### src/jsfe_pkg.sv
// ----------------------------------------------------------------------------
// JSON string field extractor package
// Result types, status codes and the key byte table.
// ----------------------------------------------------------------------------
`timescale 1ns / 1ps

package jsfe_pkg;

  localparam int unsigned RES_DEPTH = 4;
  localparam int unsigned RES_PTR_W = $clog2(RES_DEPTH);
  localparam int unsigned RES_CNT_W = $clog2(RES_DEPTH + 1);
  localparam int unsigned KEY_LEN   = 9;

  localparam logic [1:0] ST_OK      = 2'd0;
  localparam logic [1:0] ST_NOKEY   = 2'd1;
  localparam logic [1:0] ST_NOQUOTE = 2'd2;
  localparam logic [1:0] ST_TRUNC   = 2'd3;

  localparam logic [7:0] CH_QUOTE  = 8'h22;
  localparam logic [7:0] CH_BSLASH = 8'h5C;
  localparam logic [7:0] CH_LF     = 8'h0A;
  localparam logic [7:0] CH_TAB    = 8'h09;
  localparam logic [7:0] CH_CR     = 8'h0D;
  localparam logic [7:0] CH_SPACE  = 8'h20;
  localparam logic [7:0] CH_COLON  = 8'h3A;
  localparam logic [7:0] CH_QMARK  = 8'h3F;
  localparam logic [7:0] CH_N      = 8'h6E;
  localparam logic [7:0] CH_T      = 8'h74;
  localparam logic [7:0] CH_R      = 8'h72;
  localparam logic [7:0] CH_U      = 8'h75;

  typedef struct packed {
    logic       is_status;
    logic [7:0] char_out;
    logic [1:0] status_code;
    logic       last_of_run;
  } result_t;

  typedef struct packed {
    logic [1:0]       cnt;
    result_t [1:0]    res;
  } step_out_t;

  function automatic logic [7:0] key_byte(input logic [3:0] idx);
    logic [7:0] b;
    unique case (idx)
      4'd0:    b = CH_QUOTE;
      4'd1:    b = 8'h63;
      4'd2:    b = 8'h6F;
      4'd3:    b = 8'h6E;
      4'd4:    b = 8'h74;
      4'd5:    b = 8'h65;
      4'd6:    b = 8'h6E;
      4'd7:    b = 8'h74;
      4'd8:    b = CH_QUOTE;
      default: b = 8'h00;
    endcase
    return b;
  endfunction

  function automatic result_t mk_res(input logic st, input logic [7:0] ch,
                                     input logic [1:0] code);
    result_t r;
    r.is_status   = st;
    r.char_out    = ch;
    r.status_code = code;
    r.last_of_run = 1'b0;
    return r;
  endfunction

endpackage

### src/jsfe_parser.sv
// ----------------------------------------------------------------------------
// JSON string field extractor parser
// Holds the parse state and turns one registered byte into up to two results.
// ----------------------------------------------------------------------------
`timescale 1ns / 1ps

module jsfe_parser (
  input  logic               clk,
  input  logic               rst,
  input  logic               step_en,
  input  logic [7:0]         byte_q,
  input  logic               eot_q,
  input  logic [11:0]        capacity,
  output jsfe_pkg::step_out_t step_out
);
  import jsfe_pkg::*;

  typedef enum logic [5:0] {
    PH_SEARCH = 6'b000001,
    PH_SKIP   = 6'b000010,
    PH_COPY   = 6'b000100,
    PH_ESC    = 6'b001000,
    PH_HEX    = 6'b010000,
    PH_DONE   = 6'b100000
  } phase_t;

  phase_t      phase, phase_next;
  logic [3:0]  key_match_len, key_match_len_next;
  logic [2:0]  hex_skip_left, hex_skip_left_next;
  logic [11:0] chars_written, chars_written_next;
  logic [1:0]  cnt;
  result_t     res [2];

  always_comb begin
    phase_next         = phase;
    key_match_len_next = key_match_len;
    hex_skip_left_next = hex_skip_left;
    chars_written_next = chars_written;
    cnt                = 2'd0;
    res[0]             = '0;
    res[1]             = '0;
    for (int p = 0; p < 2; p++) begin
      if (p == 0 && byte_q != 8'h00) begin
        unique case (phase_next)
          PH_SEARCH: begin
            if (byte_q == key_byte(key_match_len_next)) begin
              if (key_match_len_next == 4'(KEY_LEN - 1)) begin
                key_match_len_next = 4'd0;
                phase_next         = PH_SKIP;
              end else begin
                key_match_len_next = key_match_len_next + 4'd1;
              end
            end else begin
              key_match_len_next = (byte_q == CH_QUOTE) ? 4'd1 : 4'd0;
            end
          end
          PH_SKIP: begin
            if (byte_q == CH_QUOTE) begin
              chars_written_next = 12'd0;
              phase_next         = PH_COPY;
            end else if (byte_q != CH_SPACE && byte_q != CH_TAB && byte_q != CH_COLON &&
                         byte_q != CH_LF && byte_q != CH_CR) begin
              res[cnt[0]] = mk_res(1'b1, 8'h00, ST_NOQUOTE);
              cnt         = cnt + 2'd1;
              phase_next  = PH_DONE;
            end
          end
          PH_COPY: begin
            if (byte_q == CH_QUOTE) begin
              res[cnt[0]] = mk_res(1'b1, 8'h00, ST_OK);
              cnt         = cnt + 2'd1;
              phase_next  = PH_DONE;
            end else if (chars_written_next >= capacity) begin
              res[cnt[0]] = mk_res(1'b1, 8'h00, ST_TRUNC);
              cnt         = cnt + 2'd1;
              phase_next  = PH_DONE;
            end else if (byte_q == CH_BSLASH) begin
              phase_next = PH_ESC;
            end else begin
              res[cnt[0]]        = mk_res(1'b0, byte_q, ST_OK);
              cnt                = cnt + 2'd1;
              chars_written_next = chars_written_next + 12'd1;
            end
          end
          PH_ESC: begin
            phase_next = PH_COPY;
            priority if (byte_q == CH_N) begin
              res[cnt[0]] = mk_res(1'b0, CH_LF, ST_OK);
            end else if (byte_q == CH_T) begin
              res[cnt[0]] = mk_res(1'b0, CH_TAB, ST_OK);
            end else if (byte_q == CH_R) begin
              res[cnt[0]] = mk_res(1'b0, CH_CR, ST_OK);
            end else if (byte_q == CH_U) begin
              res[cnt[0]]        = mk_res(1'b0, CH_QMARK, ST_OK);
              hex_skip_left_next = 3'd4;
              phase_next         = PH_HEX;
            end else begin
              res[cnt[0]] = mk_res(1'b0, byte_q, ST_OK);
            end
            cnt                = cnt + 2'd1;
            chars_written_next = chars_written_next + 12'd1;
          end
          PH_HEX: begin
            if (hex_skip_left_next != 3'd0) begin
              hex_skip_left_next = hex_skip_left_next - 3'd1;
            end
            if (hex_skip_left_next == 3'd0) begin
              phase_next = PH_COPY;
            end
          end
          PH_DONE: begin
          end
          default: begin
          end
        endcase
      end else if (p == 0 || eot_q) begin
        unique case (phase_next)
          PH_SEARCH: begin
            res[cnt[0]] = mk_res(1'b1, 8'h00, ST_NOKEY);
            cnt         = cnt + 2'd1;
            phase_next  = PH_DONE;
          end
          PH_SKIP: begin
            res[cnt[0]] = mk_res(1'b1, 8'h00, ST_NOQUOTE);
            cnt         = cnt + 2'd1;
            phase_next  = PH_DONE;
          end
          PH_ESC: begin
            res[cnt[0]]        = mk_res(1'b0, CH_BSLASH, ST_OK);
            cnt                = cnt + 2'd1;
            chars_written_next = chars_written_next + 12'd1;
            res[cnt[0]]        = mk_res(1'b1, 8'h00, ST_TRUNC);
            cnt                = cnt + 2'd1;
            phase_next         = PH_DONE;
          end
          PH_COPY, PH_HEX: begin
            res[cnt[0]] = mk_res(1'b1, 8'h00, ST_TRUNC);
            cnt         = cnt + 2'd1;
            phase_next  = PH_DONE;
          end
          PH_DONE: begin
          end
          default: begin
          end
        endcase
      end
    end
    if (eot_q) begin
      phase_next         = PH_SEARCH;
      key_match_len_next = 4'd0;
      hex_skip_left_next = 3'd0;
      chars_written_next = 12'd0;
    end
    if (cnt == 2'd1) begin
      res[0].last_of_run = 1'b1;
    end else if (cnt == 2'd2) begin
      res[1].last_of_run = 1'b1;
    end
  end

  always_ff @(posedge clk) begin
    if (rst) begin
      phase         <= PH_SEARCH;
      key_match_len <= 4'd0;
      hex_skip_left <= 3'd0;
      chars_written <= 12'd0;
    end else if (step_en) begin
      phase         <= phase_next;
      key_match_len <= key_match_len_next;
      hex_skip_left <= hex_skip_left_next;
      chars_written <= chars_written_next;
    end
  end

  assign step_out.cnt    = cnt;
  assign step_out.res[0] = res[0];
  assign step_out.res[1] = res[1];

endmodule

### src/jsfe_result_fifo.sv
// ----------------------------------------------------------------------------
// JSON string field extractor result queue
// Four-entry queue that takes up to two results a cycle and gives one.
// ----------------------------------------------------------------------------
`timescale 1ns / 1ps

module jsfe_result_fifo (
  input  logic                clk,
  input  logic                rst,
  input  logic                push_en,
  input  jsfe_pkg::step_out_t push,
  output logic                room,
  output logic                head_valid,
  output jsfe_pkg::result_t   head,
  input  logic                pop
);
  import jsfe_pkg::*;

  result_t               mem [RES_DEPTH];
  logic [RES_PTR_W-1:0]  wr_ptr, rd_ptr;
  logic [RES_CNT_W-1:0]  count, count_next;
  logic [1:0]            n_push;
  logic                  pop_en;

  assign n_push     = push_en ? push.cnt : 2'd0;
  assign pop_en     = pop && (count != '0);
  assign head_valid = (count != '0);
  assign head       = mem[rd_ptr];
  assign room       = (count <= RES_CNT_W'(RES_DEPTH - 2));
  assign count_next = count + RES_CNT_W'(n_push) - RES_CNT_W'(pop_en);

  always_ff @(posedge clk) begin
    if (n_push != 2'd0) begin
      mem[wr_ptr] <= push.res[0];
    end
    if (n_push == 2'd2) begin
      mem[wr_ptr + RES_PTR_W'(1)] <= push.res[1];
    end
  end

  always_ff @(posedge clk) begin
    if (rst) begin
      wr_ptr <= '0;
      rd_ptr <= '0;
      count  <= '0;
    end else begin
      wr_ptr <= wr_ptr + RES_PTR_W'(n_push);
      rd_ptr <= rd_ptr + RES_PTR_W'(pop_en);
      count  <= count_next;
    end
  end

endmodule

### src/json_string_field_extractor_unit.sv
// A byte is registered on acceptance; its results then enter the result queue.
// Throughput: one byte per cycle while each byte yields at most one result and the
// result queue has room; a byte with two results gives them one at a time on the
// single result port, which drains a four-entry result queue.
// Reset (rst, synchronous): parser back to key search, queue empty, capacity 255.
// ----------------------------------------------------------------------------
// JSON string field extractor unit
// Finds the quoted key "content" in a byte stream and emits its decoded value.
// ----------------------------------------------------------------------------
`timescale 1ns / 1ps

module json_string_field_extractor_unit (
  input  logic        clk,
  input  logic        rst,
  input  logic        s_axis_tvalid,
  output logic        s_axis_tready,
  input  logic [7:0]  s_axis_tdata,   // in_byte[7:0]
  input  logic        s_axis_tlast,
  output logic        m_axis_tvalid,
  input  logic        m_axis_tready,
  output logic [15:0] m_axis_tdata,   // char_out[7:0], status_code[9:8], zero[15:10]
  output logic        m_axis_tuser,   // is_status[0]
  output logic        m_axis_tlast,
  input  logic        psel,
  input  logic        penable,
  input  logic        pwrite,
  input  logic [2:0]  paddr,
  input  logic [31:0] pwdata,
  output logic [31:0] prdata,
  output logic        pready
);
  import jsfe_pkg::*;

  logic       in_valid;
  logic [7:0] in_byte_q;
  logic       in_eot_q;
  logic [11:0] out_capacity;
  logic       room;
  logic       step_en;
  step_out_t  step_out;
  result_t    head;

  assign pready        = 1'b1;
  assign step_en       = in_valid && room;
  assign s_axis_tready = !in_valid || room;

  always_ff @(posedge clk) begin
    if (rst) begin
      in_valid <= 1'b0;
    end else if (s_axis_tvalid && s_axis_tready) begin
      in_valid <= 1'b1;
    end else if (step_en) begin
      in_valid <= 1'b0;
    end
  end

  always_ff @(posedge clk) begin
    if (s_axis_tvalid && s_axis_tready) begin
      in_byte_q <= s_axis_tdata;
      in_eot_q  <= s_axis_tlast;
    end
  end

  always_ff @(posedge clk) begin
    if (rst) begin
      out_capacity <= 12'd255;
    end else if (psel && penable && pwrite && pready && !paddr[2]) begin
      out_capacity <= pwdata[11:0];
    end
  end

  assign prdata = paddr[2] ? 32'd0 : {20'd0, out_capacity};

  jsfe_parser u_parser (
    .clk      (clk),
    .rst      (rst),
    .step_en  (step_en),
    .byte_q   (in_byte_q),
    .eot_q    (in_eot_q),
    .capacity (out_capacity),
    .step_out (step_out)
  );

  jsfe_result_fifo u_fifo (
    .clk        (clk),
    .rst        (rst),
    .push_en    (step_en),
    .push       (step_out),
    .room       (room),
    .head_valid (m_axis_tvalid),
    .head       (head),
    .pop        (m_axis_tready)
  );

  assign m_axis_tdata = {6'd0, head.status_code, head.char_out};
  assign m_axis_tuser = head.is_status;
  assign m_axis_tlast = head.last_of_run;

endmodule

### config.mk
export PLATFORM = sky130hd
export DESIGN_NAME = json_string_field_extractor_unit
export DESIGN_NICKNAME = d
export VERILOG_FILES = /design/src/jsfe_pkg.sv /design/src/jsfe_parser.sv /design/src/jsfe_result_fifo.sv /design/src/json_string_field_extractor_unit.sv
export SDC_FILE = /design/constraint.sdc
export NUM_CORES = 1
export LEC_CHECK = 0
export ABC_CLOCK_PERIOD_IN_PS = 5000
export BUFFER_PORTS_ARGS = -buffer_cell sky130_fd_sc_hd__buf_2
export CAP_MARGIN = 20
export CORE_MARGIN = 4
export CORE_UTILIZATION = 30
export CTS_BUF_LIST = sky130_fd_sc_hd__clkbuf_8
export DETAILED_ROUTE_END_ITERATION = 16
export GPL_ROUTABILITY_DRIVEN = 0
export GPL_TIMING_DRIVEN = 0
export PLACE_DENSITY_LB_ADDON = 0.2
export REMOVE_ABC_BUFFERS = 1
export SLEW_MARGIN = 15
export SYNTH_ARGS = -nofsm -noshare
export SYNTH_HDL_FRONTEND = slang
export SYNTH_SLANG_ARGS = --single-unit
### constraint.sdc
create_clock -name clk -period 5 [get_ports clk]
set_clock_uncertainty 0.1 [all_clocks]
set_input_delay 1 -clock clk [delete_from_list [all_inputs] [get_ports clk]]
set_output_delay 1 -clock clk [all_outputs]
set_load 0.005 [all_outputs]
[Yosys cells after proc, flatten, opt, wreduce, memory -nomap -nowiden]
Memory sizes are Yosys's and may differ from the RTL's. A register that Yosys moved wholly into a read port is not among the register bits.
Cells that the tools add are included.
Storage, ports and cells
  memories: 2
  input port bits: 51
  ROM bits: 112
  register bits after elaboration: 54
  bits in writable memories: 48
Operators by class
  multiplexer cells: 86
  bitwise operators: 17
  $lt $le $gt $ge: 6
  reductions and logical operators: 34
  equal/unequal tests: 34
  add/sub/neg operators: 10
Memories
  (name not given): words 16, width 7, rd ports 1, clocked after Yosys merged registers in 1, write ports 0, RTL line jsfe_pkg.sv:46  | unique case (idx)
  u_fifo.mem: words 4, width 12, rd ports 1, clocked after Yosys merged registers in 1, write ports 2, RTL line jsfe_result_fifo.sv:19  | result_t mem [RES_DEPTH];
Operator list (count)
  two-way mux 12 bit: 20
  one-hot mux 24 bit (4 select lines): 1
  two-way mux 6 bit: 14
  one-hot mux 12 bit (3 select lines): 2
  one-hot mux 12 bit (4 select lines): 1
  bitwise AND 20 bit: 2
  == test 8 x 7 -> 1 bit, second input constant: 5
  inverter 20 bit: 2
  bitwise AND 18 bit: 2
  inverter 18 bit: 2
  one-hot mux 6 bit (5 select lines): 1
  two-way mux 4 bit: 7
  two-way mux 3 bit: 9
  demux 12 bit (select 1 bit): 2
  two-way mux 24 bit: 1
  != test 8 x 4 -> 1 bit, second input constant: 3
  two-way mux 11 bit: 2
  bitwise AND 16 bit: 1
  two-way mux 8 bit: 2
  != test 4 bit, second input constant: 4
  != test 8 x 6 -> 1 bit, second input constant: 2
  inverter 16 bit: 1
  two-way mux 2 bit: 7
  AND reduction 7 bit: 2
  other kinds (45): 92

[Logic depth before layout (Yosys ltp)]
  depth after elaboration: 21
  depth in mapped cells: 16

[Hierarchy]
From an unflattened synthesis, not the netlist that was laid out.
Unflattened totals
  cells, all modules: 691
  area, all modules: 6952.9 sq um
Modules (own cells, without submodules)
  jsfe_parser: seq. area each 640.6 sq um, times used 1, area an instance 3039.2 sq um, cells an instance 412
  jsfe_result_fifo: seq. area each 1581.5 sq um, times used 1, area an instance 2782.7 sq um, cells an instance 169
  json_string_field_extractor_unit: seq. area each 530.5 sq um, times used 1, area an instance 1131.1 sq um, cells an instance 110

[Worst setup path after synthesis]
OpenSTA, ideal clock, no wires.
  kind: register -> register
  start point: register in_byte_q[2]
  end point: memory u_fifo.mem[0][0] (netlist bit), enable pin
  arrival: 3.655 ns
  path slack: 0.861 ns
  clock period less this slack: 4.139 ns
  stages on the path, launching flop included: 12
  path through: edfxtp_1 > buf_6 > or4_4 > or4b_4 > nand2b_2 > nor2_2 > a211oi_4 > o211ai_2 > or4b_4 > nand3_4 > xnor2_4 > o31ai_2
RTL lines
  from (decl): RTL line json_string_field_extractor_unit.sv:35  | logic [7:0] in_byte_q;
  from (signal assigned): RTL line json_string_field_extractor_unit.sv:59  | in_byte_q <= s_axis_tdata;
  to (decl): RTL line jsfe_result_fifo.sv:19

[Final worst setup path]
  start point: register in_byte_q[2]
  end point: register u_fifo.count[2]
On the way
  longest elaborated chain between the ends: 16
RTL lines
  != test 8 x 6 -> 1 bit or != test 8 x 4 -> 1 bit (tied branches): RTL line jsfe_parser.sv:61  | end else if (byte_q != CH_SPACE && byte_q != CH_TAB && byte_q != CH_COLON &&
  logical AND 1 bit (3 in series): RTL line jsfe_parser.sv:61
  logical AND 1 bit: RTL line jsfe_parser.sv:62  | byte_q != CH_LF && byte_q != CH_CR) begin
  two-way mux 1 bit or two-way mux 6 bit (tied branches): RTL line jsfe_parser.sv:61
  two-way mux 2 bit or two-way mux 6 bit (tied branches): RTL line jsfe_parser.sv:58  | if (byte_q == CH_QUOTE) begin
  one-hot mux 2 bit (3 select lines) or one-hot mux 6 bit (5 select lines) (tied branches): RTL line jsfe_parser.sv:44  | unique case (phase_next)
  two-way mux 2 bit or two-way mux 6 bit (tied branches): RTL line jsfe_parser.sv:43  | if (p == 0 && byte_q != 8'h00) begin
  adder 2 x 1 -> 2 bit (tied with other cells)
  adder 2 x 1 -> 2 bit or OR reduction 4 bit (tied branches)
  one-hot mux 2 bit (2 select lines): RTL line jsfe_parser.sv:117  | unique case (phase_next)
  two-way mux 2 bit (*): RTL line jsfe_parser.sv:116  | end else if (p == 0 || eot_q) begin
  two-way mux 2 bit (*): RTL line jsfe_result_fifo.sv:25  | assign n_push = push_en ? push.cnt : 2'd0;
  adder 3 x 2 -> 3 bit (*): RTL line jsfe_result_fifo.sv:30  | assign count_next = count + RES_CNT_W'(n_push) - RES_CNT_W'(pop_en);
  subtractor 3 x 1 -> 3 bit (*): RTL line jsfe_result_fifo.sv:30
  to (signal assigned): RTL line jsfe_result_fifo.sv:49  | count <= count_next;
  to (decl): RTL line jsfe_result_fifo.sv:21  | logic [RES_CNT_W-1:0] count, count_next;
Mark *: on every way between the ends. The rest lies on a longest branch, timed or not.
A chain may end at the register's enable or synchronous reset.

==> flow_summary.json <==
{
  "slew_headroom_pct": 30.5,
  "crit_fanout": 10,
  "syn_to_final_growth_pct": 10.3,
  "vias_per_cell": 4.91,
  "vias": 4799,
  "netlist_area_sq_mm": 0.00629,
  "antenna_found_initial": 0,
  "cap_violations": 0,
  "cts_buffer_depth": 2,
  "dr.pass1.iters": 5,
  "cts_buffers": 9,
  "max_freq_ghz": 0.220,
  "path_clk_slew_ns": 0.11,
  "synth_area_leader_cell": "edfxtp_1",
  "post_cts_buffers": 0,
  "initial_core_util_pct": 30.8,
  "die_y_microns": 153,
  "syn_inst": 662,
  "yosysWarnings": 0,
  "grt_max_degree": 36,
  "cts-root-buf": "clkbuf_8",
  "num_rows": 52,
  "drc": 0,
  "grt_pass1_vias": 4739,
  "grtUsageMet1_pct": 14.9,
  "ir_drop_uv": 129,
  "insertedDiodeCount": 0,
  "drv_slew": 0,
  "end_kind": "flip-flop",
  "postCtsHoldBufs": 0,
  "ys_top_cells_by_area": "edfxtp_1 27%, dfxtp_1 17%, nor2_1 5.8%",
  "synth_ff_type": "edfxtp_1",
  "power.leakage_nw": 2.77,
  "p_per_area_mw_per_mm2": 287,
  "clkSinkCount": 109,
  "synth-edff-count": 57,
  "routedWlPerCell_microns": 14.8,
  "antenna_left": 0,
  "grt_pass1_wl_mm": 23.6,
  "grt.total_usage_pct": 12.3,
  "status": "finished, final reports clean",
  "fillers": 2087,
  "hold_viol": 0,
  "first_iter_violations": 219,
  "num-nets-final": 780,
  "crit_path_start_kind": "flip-flop",
  "io_pins": 104,
  "synth_cell_types": 72,
  "critPathArrivalTime_ns": 4.71,
  "power_mw": 1.99,
  "async_flop_share_pct": 0,
  "numPortBuffers": 54,
  "hp-class": "reg2reg",
  "whs_ns": 0.365,
  "synth_top_area_share_pct": 27.2,
  "setup_viol": 0,
  "totalWireLength_mm": 14.4,
  "layout_min_cycle_time_ns": 4.55,
  "cts_resized": 0,
  "die_w_microns": 153,
  "multi_input_area_sq_mm": 0.00321,
  "postSynthAreaPerCell_sq_um": 9.50,
  "ys_seq_area_share_pct": 43.8,
  "clk_latency_ns": 0.39,
  "period_share_pct": 91.0,
  "grt-ovfl-total": 0,
  "rsz0062_at_grt": "false",
  "cts_tree": "done",
  "ys_seq_elements": 109,
  "worst_pin_slew_ns": 1.04,
  "grt.busiest_layer": "met2",
  "dieArea_sq_mm": 0.0233,
  "h-tree-depth": 3,
  "use_met3_pct": 2.56,
  "layout-drive-gt1-share_pct": 15.4,
  "path_class": "reg2reg",
  "grt_use_met2_pct": 21.9,
  "cp.required_ns": 5.15,
  "core_sq_mm": 0.0204,
  "dpl.hpwl_mm": 10.8,
  "regArea_sq_mm": 0.00275
}
area by class of cell:
cell class / count / area share (%)
clock inverter: 7 / 1.32
multi-input combinational: 492 / 46.3
sequential: 109 / 39.7
inverter: 33 / 1.79
timing repair buffer: 57 / 4.24
tap: 270 / 4.87
clock buffer: 9 / 1.79
cells in the final DEF, fill, tap and decap left out, types with 3 or more instances in the layout:
master	count
nor2_1	98
nand2_1	61
edfxtp_1	57
buf_2	55
dfxtp_1	52
a21oi_1	35
inv_1	33
conb_1	27
ha_1	26
nand3_1	22
o21ai_0	19
nor2b_1	15
nor3_1	14
xor2_1	14
or3_1	12
mux4_2	12
xnor2_1	10
clkbuf_8	9
a211o_1	8
a21o_1	7
and3_1	7
nand2b_1	6
nor4_1	6
a31oi_1	6
a22oi_1	6
and2_1	5
nand4_1	5
nand4b_1	5
or2_2	4
or4_1	4
nand3b_1	3
a211oi_1	3
and4b_1	3
a2bb2oi_1	3
mux2i_1	3
state kept, by name, indices dropped and copies added (netlist names), named ones only:
signal	cells
u_parser.chars_written	12
u_parser.phase	6
u_fifo.wr_ptr	2
in_eot_q	1
out_capacity	12
in_valid	1
in_byte_q	8
u_parser.key_match_len	4
u_fifo.mem	48
u_fifo.count	3
u_parser.hex_skip_left	3
u_fifo.rd_ptr	2
worst max-delay path, stage by stage (launching register included):
cell and delay [ns]:
edfxtp_1 0.55, or4_4 0.59, nor4b_2 0.49, nor2_1 0.15, nand3_1 0.11, a2bb2oi_1 0.32, o211ai_2 0.21, or4b_4 0.59
nand3_4 0.15, xnor2_4 0.19, nor2_1 0.12, ha_1 0.25, fa_1 0.38, xnor2_1 0.17, nor2_1 0.05
per-layer routing:
| metal | up-vias | part of all wire (%) |
|---|---|---|
| met4 | 0 | 1.7 |
| met2 | 90 | 51 |
| li1 | 2385 | - |
| met5 | - | 0 |
| met1 | 2307 | 43 |
| met3 | 17 | 3.8 |
metrics by stage:
| step | std cells | TNS [ns] | area (sq um) | util (%) | worst slack, ns |
|---|---|---|---|---|---|
| floorplan | 634 | 0 | 6050 | - | 0.854 |
| global placement | 958 | -5.81 | 6660 | 32.6 | -0.218 |
| global route | 977 | 0 | 6940 | 34.0 | 0.196 |
| CTS | 977 | 0 | 6930 | 33.9 | 0.0268 |
| detailed placement | 961 | 0 | 6710 | 32.8 | 0.0794 |
| finish | 977 | 0 | 6940 | 34.0 | 0.448 |
synth_stat cells (7+ instances only):
cell	instances
dfxtp_1	52
nand3_1	22
a21o_1	7
mux4_2	12
xnor2_1	10
and3_1	7
edfxtp_1	57
clkbuf_1	15
nand2_1	61
ha_1	26
or3_1	12
inv_1	33
nor3_1	14
xor2_1	14
a21oi_1	35
a31oi_1	7
nor2_1	98
a211o_1	8
buf_4	29
nor2b_1	15
o21ai_0	19
power breakdown:
| part | switching, mW | leakage (nW) | internal, mW |
|---|---|---|---|
| clock network | 0.328 | 0.105 | 0.243 |
| registers | 0.0681 | 0.918 | 0.982 |
| logic | 0.184 | 1.74 | 0.186 |
logic make-up (layout without fill, tap and decap cells):
kind of cell,count (synthesis),count (layout),share of synthesized area (%)
and+or+nand+nor,288,288,23.2
adders and majority gates,27,27,5.49
AOI/OAI and AO/OA,110,110,11.7
DFF,109,109,43.8
other,2,27,0.119
muxes,15,15,4.77
buffers and inverters,86,106,7.20
xor gates and xnor gates,25,25,3.78
path summary, 6_finish.rpt:
| kind | start | end | slack (ns) | cells past startpoint |
|---|---|---|---|---|
| hold / removal | out_capacity[9]$_SDFFE_PP0P_ | out_capacity[9]$_SDFFE_PP0P_ | 0.36 | 2 |
| setup reg to reg | in_byte_q[2]$_DFFE_PP_ | u_fifo.count[2]$_SDFF_PP0_ | 0.45 | 14 |
| hold reg to reg | out_capacity[9]$_SDFFE_PP0P_ | out_capacity[9]$_SDFFE_PP0P_ | 0.36 | 2 |
| setup / recovery | in_byte_q[2]$_DFFE_PP_ | u_fifo.count[2]$_SDFF_PP0_ | 0.45 | 14 |
(Power assumes the default switching activity.)
